==> src/rtl/core/lslf_pkg.sv <==
`timescale 1ns / 1ps

package lslf_pkg;

	localparam int MAX_POINTS_DEF  = 1024;
	localparam int SAMPLE_BITS_DEF = 16;

	localparam int FIELD_W  = 16;
	localparam int OUT_W    = 48;
	localparam int FRAC_W   = 17;

	localparam logic [OUT_W-1:0] POS_LIMIT = 48'h7FFF_FFFF_FFFF;
	localparam logic [OUT_W-1:0] NEG_LIMIT = 48'h8000_0000_0000;

	typedef struct packed {
		logic signed [FIELD_W-1:0] x_value;
		logic signed [FIELD_W-1:0] y_value;
		logic                      last_point;
	} point_t;

	typedef struct packed {
		logic signed [OUT_W-1:0] slope_out;
		logic signed [OUT_W-1:0] intercept_out;
		logic                    degenerate;
	} fit_t;

endpackage

==> src/rtl/core/least_squares_line_fit_top.sv <==
`timescale 1ns / 1ps

// Channel   | Direction | Handshake                   | Payload
// ----------+-----------+-----------------------------+--------------------------------
// point     | in        | start high while busy low   | x_value, y_value, last_point
// result    | out       | done high for one cycle     | slope_out, intercept_out,
//           |           |                             | degenerate
//
// Points are taken one per cycle while busy is low; each is summed at its accept edge
// unless MAX_POINTS are already held, when it is dropped. A transaction with
// last_point set raises busy while one shared adder runs the fit: six shift-add product
// passes and two restoring divisions, or only the two D passes when degenerate. Reset
// clears the sequencer, point count and all sums at once.
// The receiver cannot stall: done is high for exactly one cycle and result is valid with it.

module least_squares_line_fit_top
	import lslf_pkg::*;
#(
	parameter int MAX_POINTS  = MAX_POINTS_DEF,
	parameter int SAMPLE_BITS = SAMPLE_BITS_DEF
) (
	input  logic   clk,
	input  logic   arst_n,
	input  logic   start,
	output logic   busy,
	input  point_t point,
	output logic   done,
	output fit_t   result
);

	// Sizing: count, sums of samples, sums of products, fit numerators, adder.
	localparam int S    = SAMPLE_BITS;
	localparam int RW   = (S > FIELD_W) ? S : FIELD_W;
	localparam int CW   = $clog2(MAX_POINTS + 1);
	localparam int SW   = S + CW;
	localparam int PW   = 2 * S + CW;
	localparam int NW   = SW + PW + 1;
	localparam int AW   = (NW + FRAC_W + 1 > OUT_W + 1) ? NW + FRAC_W + 1 : OUT_W + 1;
	localparam int CNTW = $clog2(AW + 1);

	// Product passes: D = n*Sxx - Sx*Sx, slope num = n*Sxy - Sx*Sy,
	// intercept num = Sy*Sxx - Sx*Sxy. Odd passes subtract.
	localparam logic [2:0] PASS_D_POS = 3'd0;
	localparam logic [2:0] PASS_D_NEG = 3'd1;
	localparam logic [2:0] PASS_S_POS = 3'd2;
	localparam logic [2:0] PASS_S_NEG = 3'd3;
	localparam logic [2:0] PASS_I_POS = 3'd4;
	localparam logic [2:0] PASS_I_NEG = 3'd5;

	typedef enum logic [3:0] {
		ST_IDLE,
		ST_LOAD,
		ST_MAC,
		ST_DCHK,
		ST_DABS,
		ST_NABS,
		ST_NADD,
		ST_DIV,
		ST_SAT
	} state_t;

	state_t state_q;

	logic [CW-1:0]        count_q;
	logic signed [SW-1:0] sx_q;
	logic signed [SW-1:0] sy_q;
	logic signed [PW-1:0] sxy_q;
	logic signed [PW-1:0] sxx_q;

	logic [AW-1:0]   acc_q;
	logic [AW-1:0]   mcand_q;
	logic [SW-1:0]   mplier_q;
	logic [AW-1:0]   d_q;
	logic [AW-1:0]   rem_q;
	logic [AW-1:0]   nq_q;
	logic [CNTW-1:0] cnt_q;
	logic [2:0]      pass_q;
	logic            dneg_q;
	logic            qneg_q;
	logic            done_q;
	fit_t            result_q;

	// Sample extraction: low SAMPLE_BITS of the field, sign-extended.
	logic [RW-1:0]         x_raw;
	logic [RW-1:0]         y_raw;
	logic signed [S-1:0]   x_smp;
	logic signed [S-1:0]   y_smp;
	logic signed [2*S-1:0] pxy;
	logic signed [2*S-1:0] pxx;
	logic                  accept;
	logic                  room;

	assign x_raw  = RW'($unsigned(point.x_value));
	assign y_raw  = RW'($unsigned(point.y_value));
	assign x_smp  = signed'(x_raw[S-1:0]);
	assign y_smp  = signed'(y_raw[S-1:0]);
	assign pxy    = x_smp * y_smp;
	assign pxx    = x_smp * x_smp;
	assign accept = start && !busy;
	assign room   = count_q < CW'(MAX_POINTS);

	// Pass operand select: multiplicand a, multiplier b.
	logic signed [AW-1:0] op_a;
	logic [SW-1:0]        op_b;

	always_comb begin
		case (pass_q)
			PASS_D_POS: begin
				op_a = AW'(sxx_q);
				op_b = SW'(count_q);
			end
			PASS_D_NEG: begin
				op_a = AW'(sx_q);
				op_b = sx_q;
			end
			PASS_S_POS: begin
				op_a = AW'(sxy_q);
				op_b = SW'(count_q);
			end
			PASS_S_NEG: begin
				op_a = AW'(sy_q);
				op_b = sx_q;
			end
			PASS_I_POS: begin
				op_a = AW'(sxx_q);
				op_b = sy_q;
			end
			PASS_I_NEG: begin
				op_a = AW'(sxy_q);
				op_b = sx_q;
			end
			default: begin
				op_a = '0;
				op_b = '0;
			end
		endcase
	end

	// Shared adder/subtractor; carry out doubles as the unsigned a >= b flag.
	logic [AW-1:0] add_a;
	logic [AW-1:0] add_b;
	logic          add_sub;
	logic [AW:0]   add_sum;

	logic            mac_last;
	logic            mac_neg;
	logic [AW-1:0]   r_sh;
	logic            q_big;
	logic [OUT_W-1:0] sat_m;
	logic [OUT_W-1:0] limit;

	assign mac_last = cnt_q == CNTW'(SW - 1);
	// Two's complement multiplier: the top bit weighs negative.
	assign mac_neg  = pass_q[0] ^ mac_last;
	assign r_sh     = {rem_q[AW-2:0], nq_q[AW-1]};
	assign limit    = qneg_q ? NEG_LIMIT : POS_LIMIT;
	assign q_big    = nq_q > AW'(limit);
	assign sat_m    = q_big ? limit : nq_q[OUT_W-1:0];

	always_comb begin
		add_a   = '0;
		add_b   = '0;
		add_sub = 1'b0;
		case (state_q)
			ST_MAC: begin
				add_a   = acc_q;
				add_b   = mcand_q;
				add_sub = mac_neg;
			end
			ST_DABS: begin
				add_b   = acc_q;
				add_sub = dneg_q;
			end
			ST_NABS: begin
				add_b   = acc_q;
				add_sub = acc_q[AW-1];
			end
			ST_NADD: begin
				// Rounded quotient: (|num| << FRAC + |D|) / (2|D|).
				add_a = acc_q << FRAC_W;
				add_b = d_q;
			end
			ST_DIV: begin
				add_a   = r_sh;
				add_b   = d_q << 1;
				add_sub = 1'b1;
			end
			ST_SAT: begin
				add_b   = AW'(sat_m);
				add_sub = qneg_q;
			end
			default: begin
				add_a   = '0;
				add_b   = '0;
				add_sub = 1'b0;
			end
		endcase
	end

	assign add_sum = {1'b0, add_a} + {1'b0, (add_sub ? ~add_b : add_b)} + (AW + 1)'(add_sub);

	always_ff @(posedge clk or negedge arst_n) begin
		if (!arst_n) begin
			state_q <= ST_IDLE;
			count_q <= '0;
			sx_q    <= '0;
			sy_q    <= '0;
			sxy_q   <= '0;
			sxx_q   <= '0;
			pass_q  <= PASS_D_POS;
			cnt_q   <= '0;
			done_q  <= 1'b0;
		end else begin
			done_q <= 1'b0;
			case (state_q)
				ST_IDLE: begin
					if (accept) begin
						if (room) begin
							count_q <= count_q + CW'(1);
							sx_q    <= sx_q + SW'(x_smp);
							sy_q    <= sy_q + SW'(y_smp);
							sxy_q   <= sxy_q + PW'(pxy);
							sxx_q   <= sxx_q + PW'(pxx);
						end
						if (point.last_point) begin
							pass_q  <= PASS_D_POS;
							state_q <= ST_LOAD;
						end
					end
				end
				ST_LOAD: begin
					mcand_q  <= op_a;
					mplier_q <= op_b;
					cnt_q    <= '0;
					if (!pass_q[0]) begin
						acc_q <= '0;
					end
					state_q <= ST_MAC;
				end
				ST_MAC: begin
					if (mplier_q[0]) begin
						acc_q <= add_sum[AW-1:0];
					end
					mcand_q  <= mcand_q << 1;
					mplier_q <= mplier_q >> 1;
					cnt_q    <= cnt_q + CNTW'(1);
					if (mac_last) begin
						if (pass_q == PASS_D_NEG) begin
							state_q <= ST_DCHK;
						end else if (pass_q[0]) begin
							state_q <= ST_NABS;
						end else begin
							pass_q  <= pass_q + 3'd1;
							state_q <= ST_LOAD;
						end
					end
				end
				ST_DCHK: begin
					if (count_q < CW'(2) || acc_q == '0) begin
						// One point or all x equal: flagged, zero line.
						result_q.slope_out     <= '0;
						result_q.intercept_out <= '0;
						result_q.degenerate    <= 1'b1;
						done_q  <= 1'b1;
						count_q <= '0;
						sx_q    <= '0;
						sy_q    <= '0;
						sxy_q   <= '0;
						sxx_q   <= '0;
						state_q <= ST_IDLE;
					end else begin
						dneg_q  <= acc_q[AW-1];
						state_q <= ST_DABS;
					end
				end
				ST_DABS: begin
					d_q     <= add_sum[AW-1:0];
					pass_q  <= PASS_S_POS;
					state_q <= ST_LOAD;
				end
				ST_NABS: begin
					qneg_q  <= acc_q[AW-1] ^ dneg_q;
					acc_q   <= add_sum[AW-1:0];
					state_q <= ST_NADD;
				end
				ST_NADD: begin
					nq_q    <= add_sum[AW-1:0];
					rem_q   <= '0;
					cnt_q   <= '0;
					state_q <= ST_DIV;
				end
				ST_DIV: begin
					// Restoring step; quotient bits shift in behind the dividend.
					rem_q <= add_sum[AW] ? add_sum[AW-1:0] : r_sh;
					nq_q  <= {nq_q[AW-2:0], add_sum[AW]};
					cnt_q <= cnt_q + CNTW'(1);
					if (cnt_q == CNTW'(AW - 1)) begin
						state_q <= ST_SAT;
					end
				end
				ST_SAT: begin
					if (pass_q == PASS_S_NEG) begin
						result_q.slope_out <= signed'(add_sum[OUT_W-1:0]);
						pass_q  <= PASS_I_POS;
						state_q <= ST_LOAD;
					end else begin
						result_q.intercept_out <= signed'(add_sum[OUT_W-1:0]);
						result_q.degenerate    <= 1'b0;
						done_q  <= 1'b1;
						count_q <= '0;
						sx_q    <= '0;
						sy_q    <= '0;
						sxy_q   <= '0;
						sxx_q   <= '0;
						state_q <= ST_IDLE;
					end
				end
				default: begin
					state_q <= ST_IDLE;
				end
			endcase
		end
	end

	assign busy   = state_q != ST_IDLE;
	assign done   = done_q;
	assign result = result_q;

endmodule

==> config.mk <==
export PLATFORM = sky130hd
export DESIGN_NAME = least_squares_line_fit_top
export DESIGN_NICKNAME = d
export VERILOG_FILES = /design/src/rtl/core/lslf_pkg.sv /design/src/rtl/core/least_squares_line_fit_top.sv
export SDC_FILE = /design/constraint.sdc
export NUM_CORES = 2
export LEC_CHECK = 0
export ABC_AREA = 1
export ABC_CLOCK_PERIOD_IN_PS = 15500
export BUFFER_PORTS_ARGS = -buffer_cell sky130_fd_sc_hd__buf_4
export CORE_ASPECT_RATIO = 1.1
export CORE_MARGIN = 2
export CORE_UTILIZATION = 55
export DETAILED_ROUTE_END_ITERATION = 12
export PLACE_DENSITY_LB_ADDON = 0.15
export SYNTH_ARGS = -nofsm -noshare
export SYNTH_HDL_FRONTEND = slang
export SYNTH_SLANG_ARGS = --single-unit
==> constraint.sdc <==
create_clock -name clk -period 15.5 [get_ports clk]
set_input_delay 0.775 -clock clk [delete_from_list [all_inputs] [get_ports clk]]
set_output_delay 0.775 -clock clk [all_outputs]
set_load 0.01 [all_outputs]
After elaboration in Yosys (flattened, before gate mapping)
Index checks and enable logic that the tools add are counted.
- register bits after elaboration: 736
- bits of input ports: 36
- output and inout port bits: 99
- word-level logic and storage cells: 160
- add/subtract/negate cells: 9
- multipliers: 2
- $lt $le $gt $ge: 3
- equality and inequality tests: 27
- multiplexer cells: 61
- bitwise logic cells: 4
- reduce and logical (&&, ||, !) cells: 33
- operators with widths (kind ; number):
    $pmux 89 s3 ; 2
    $pmux 89 s5 ; 1
    $pmux 89 s2 ; 2
    $pmux 89 s4 ; 1
    $mux 89 ; 3
    $mux 43 ; 6
    $pmux 43 s3 ; 2
    $pmux 27 s3 ; 3
    $pmux 97 s2 ; 1
    $pmux 88 s2 ; 1
    $mux 27 ; 6
    $mux 48 ; 3
    $mux 97 ; 1
    $add 89x89->90 ; 1
    $add 90x1->90 ; 1
    $gt 89x48->1 ; 1
    $logic_not 89->1 ; 1
    $not 89->89 ; 1
    $mux 88 ; 1
    $add 43x32->43 ; 2
    $mul 16x16->32 ; 2
    $add 27x16->27 ; 2
    $pmux 27 s2 ; 1
    $mux 49 ; 1
    43 further kinds ; 93

Depth between registers and ports, before layout
- depth after elaboration: 10
- mapped depth: 39
- depth with buffers taken out: 39

Least setup slack after synthesis
OpenSTA, ideal clock, no wires.
- path type: flip-flop to flip-flop
- start point: reg state_q[2]
- end point: reg acc_q[0] (enable)
- setup time: 0.536 ns
- data arrival time: 10.667 ns
- required time: 14.964 ns
- path slack: 4.296 ns
- stages on the path, launching flop included: 8
- path buffers: 2
- clock period less this slack: 11.204 ns
- cell sequence: dfrtp_1 > nor2_1 > nand2_1 > clkbuf_1 > clkbuf_1 > a21oi_1 > nor2_1 > nor2_1
- longest elaborated chain between the ends: 3
- elaborated cells on any way between the ends: 7
- classes of those cells: eq/ne (5); reduce/logical (2)
- RTL lines (element ; RTL line ; text):
    from (decl) ; least_squares_line_fit_top.sv:62 ; state_t state_q;
    from (signal assigned) ; least_squares_line_fit_top.sv:204 ; state_q <= ST_IDLE;
    from (signal assigned) ; least_squares_line_fit_top.sv:227 ; state_q <= ST_LOAD;
    from (signal assigned) ; least_squares_line_fit_top.sv:238 ; state_q <= ST_MAC;
    $eq 4x1->1, or another cell as far along ; least_squares_line_fit_top.sv:215 ; case (state_q)
    $ne 2x2->1 (no line) or $reduce_bool 3->1 (tied branches) ; - ;
    $reduce_and 4->1 (no line) (*) ; - ;
    to (signal assigned) ; least_squares_line_fit_top.sv:242 ; acc_q <= add_sum[AW-1:0];
    to (signal assigned) ; least_squares_line_fit_top.sv:283 ; acc_q <= add_sum[AW-1:0];
    to (decl) ; least_squares_line_fit_top.sv:70 ; logic [AW-1:0] acc_q;
Mark *: on every way between the ends. The rest lies on a longest branch, timed or not.
A chain may end at the register's enable or synchronous reset.

Final worst setup path
- start point: reg qneg_q
- end point: reg nq_q[88] (data pin)
- longest elaborated chain between the ends: 9
- elaborated cells on any way between the ends: 10
- classes of those cells: add/sub (2); order compare (1); mux (6); bitwise (1)
- RTL lines (element ; RTL line ; text):
    from (decl) ; least_squares_line_fit_top.sv:79 ; logic qneg_q;
    from (signal assigned) ; least_squares_line_fit_top.sv:282 ; qneg_q <= acc_q[AW-1] ^ dneg_q;
    $mux 48 ; least_squares_line_fit_top.sv:156 ; assign limit = qneg_q ? NEG_LIMIT : POS_LIMIT;
    $gt 89x48->1 ; least_squares_line_fit_top.sv:157 ; assign q_big = nq_q > AW'(limit);
    $mux 48 ; least_squares_line_fit_top.sv:158 ; assign sat_m = q_big ? limit : nq_q[OUT_W-1:0];
    $pmux 89 s5 ; least_squares_line_fit_top.sv:164 ; case (state_q)
    $not 89->89 ; least_squares_line_fit_top.sv:200 ; assign add_sum = {1'b0, add_a} + {1'b0, (add_sub ? ~add_b : add_b)} + (AW + 1)'(add_sub);
    $mux 89 ; least_squares_line_fit_top.sv:200 ;
    $add 89x89->90 ; least_squares_line_fit_top.sv:200 ;
    $add 90x1->90 (*) ; least_squares_line_fit_top.sv:200 ;
    named net add_sum[88] ; least_squares_line_fit_top.sv:143 ; logic [AW:0] add_sum;
    $pmux 89 s2 (*) ; least_squares_line_fit_top.sv:215 ;
    to (signal assigned) ; least_squares_line_fit_top.sv:287 ; nq_q <= add_sum[AW-1:0];
    to (signal assigned) ; least_squares_line_fit_top.sv:295 ; nq_q <= {nq_q[AW-2:0], add_sum[AW]};
    to (decl) ; least_squares_line_fit_top.sv:75 ; logic [AW-1:0] nq_q;
Mark *: on every way through the listed nets, which the timed path passes. The rest lies on a longest branch.

==> results_dict.tcl <==
set metrics [dict create \
    status "complete, no violations" \
    cts_root_buf "clkbuf_16" \
    final.setup.worst_slack_ns 6.683 \
    cp-start-kind "flip-flop" \
    tightest_slew_ns 1.302 \
    setup-violations-final 0 \
    seq_area_frac_synth_pct 31.47 \
    cts_setup_buffers 0 \
    postCtsResizedCells 0 \
    core_area_um2 121600 \
    synth_area_leaders "edfxtp_1 25%, fa_1 20%, nand2_1 9.4%" \
    fmax_mhz 113.4 \
    drive_gt1_share_pct 5.213 \
    nets 8934 \
    grt_pass1_wl_mm 344.2 \
    h-tree-depth 3 \
    cp-end-kind "flip-flop" \
    maxSlewViolCount 0 \
    synth_top_area_share_pct 25.32 \
    grt_overflow 0 \
    cts_tree "yes" \
    slew_headroom_pct 12.27 \
    antenna_found_initial 5 \
    async_flop_share_pct 22.55 \
    clock_skew_ns 0.04993 \
    io_pins 135 \
    syn_inst 7811 \
    first_global_vias 57083 \
    area_growth_pct 7.842 \
    slowest_delay_ns 0.66 \
    holdBufCountCts 0 \
    syn_nets 8950 \
    postLayoutCoreUtil_pct 59.96 \
    synth_top_cells_by_count "1684 x nand2_1, 1496 x inv_1, 662 x fa_1" \
    cp_max_fo 48 \
    drcViolationCount 0 \
    gp_congestion 1.080 \
    period_share_pct 56.88 \
    finalSetupTns_ns 0 \
    synth_edf_count 570 \
    clk_pin_slew_ns 0.06 \
    syn_area_per_cell_um2 8.653 \
    final_area_um2 72890 \
    vias 55580 \
    dpl.hpwl_mm 173.3 \
    grt_usage_pct 35.89 \
    yosys.cell_types.count 57 \
    arrival_ns 9.36 \
    finalCriticalPeriod_ns 8.817 \
    die_w_um 338.2 \
    vias_per_cell 5.851 \
    pre_cts_slack_ns 6.976 \
    grt_max_degree 176 \
    crit_type "flip-flop to flip-flop" \
    numCtsBuffers 83 \
    syn-cell-area_um2 67590 \
    yosys_most_used_dff "edfxtp_1" \
    yosys_warnings 0 \
    numPortBuffers 134 \
    crit_top_cell "nand2_1" \
    ys_ff_latch 736 \
    rsz0062_at_grt "false" \
    place_area_um2 70060 \
    drtPass1Iterations 6 \
    clock_latency_ns 0.73 \
    yosysTopAreaCell "edfxtp_1" \
    cts.sinks 736 \
    drtIter0Drc 4911 \
    ant_nets 0 \
    fp.dieArea_um2 125700 \
    synth_most_common_cell "nand2_1" \
    rows 134 \
    die_y_um 371.7 \
    critPathRequiredTime_ns 16.05 \
    avgRoutedWirePerCell_um 23.48 \
    wl_mm 223.1 \
    start_util_pct 55.60 \
    cts_buffer_depth 3 \
    hold_viol 0 \
    cp_slowest_cell "nand2_1" \
    holdCritPathClass "input pin to asynchronous set/reset pin" \
    max_cap_violations 0 \
]
==> worst paths after layout <==
kind                                             start                     end  slack [ns]  depth (start not counted)
worst max-delay path                  qneg_q$_DFFE_PP_      nq_q[88]$_DFFE_PP_        6.68                         38
worst min-delay path                            arst_n    sxy_q[1]$_DFFE_PN0P_        0.03                          1
worst max register to register        qneg_q$_DFFE_PP_      nq_q[88]$_DFFE_PP_        6.68                         38
worst min register to register  mplier_q[25]$_DFFE_PP_  mplier_q[24]$_DFFE_PP_        0.52                          2
max in group asynchronous                       arst_n   sxy_q[40]$_DFFE_PN0P_       14.07                          2
min in group clk                mplier_q[25]$_DFFE_PP_  mplier_q[24]$_DFFE_PP_        0.52                          2
==> area by class of cell <==
type | count | area (um2)
well taps | 1632 | 2042
clock buffers | 92 | 2111
flip-flops and latches | 736 | 21270
diodes | 3 | 7.507
repair buffers | 190 | 1445
clock inverters | 63 | 705.7
fillers | 10963 | 48670
multi-input cells | 5273 | 39630
inverters | 1511 | 5675
==> flip-flops by register name (all words and copies together) (netlist names), 7 cells and up <==
name and count:
result 97, acc_q 89, d_q 89, mcand_q 89, nq_q 89, rem_q 88, sxx_q 43, sxy_q 43
mplier_q 27, sx_q 27, sy_q 27, count_q 11, cnt_q 7
==> critical path: cells and delay by family (launching register included) <==
family / cells / cell delay [ns]
xor gates and xnor gates: 1 / 0.33
adders and majority gates: 2 / 0.84
and+or+nand+nor: 21 / 3.49
AOI/OAI and AO/OA: 8 / 2.28
DFF: 1 / 0.32
buffers and inverters: 6 / 1.35
==> layer usage <==
metal  vias to the layer above  part of all wire, %  global-route usage (%)  wire, um
li1                      25344                    -                       -         -
met1                     27453                   39                   45.02     87870
met2                      2265                   48                   60.75    107400
met3                       514                  7.0                   5.230     15600
met4                         4                  5.5                   18.30     12240
met5                         -                0.012                       0        27
==> cells in the final DEF (no fill, tap or decap), types with 51 or more instances in the layout <==
cell type	n
nand2_1	1680
inv_1	1492
fa_1	661
nor2_1	577
edfxtp_1	570
ha_1	441
a21oi_1	433
o21ai_0	406
buf_4	188
xor2_1	169
dfrtp_1	166
o22ai_1	96
clkbuf_16	83
o2111ai_1	81
nand3_1	74
o221ai_1	73
a22oi_1	68
a31oi_1	57
a221oi_1	51
xnor2_1	51
==> kinds of logic after synthesis <==
family	synth area share, %
AO/OA/AOI/OAI	13.27
XOR/XNOR	2.851
adder cells (fa/ha/maj)	27.77
buffers and inverters	10.08
flip-flops	31.47
AND/OR/NAND/NOR	14.56
==> per-stage QoR <==
step	hold slack, ns	instances
4_1_cts	0.02870	9497
5_1_grt	0.06944	9498
2_1_floorplan	0.4710	7811
3_5_place_dp	0.5054	9342
3_3_place_gp	0.4956	9342
6_report	0.03235	9500
Power is left out: the tool's default activity adds up to more than one toggle a clock period on the data nets, which glitch-free logic cannot reach.
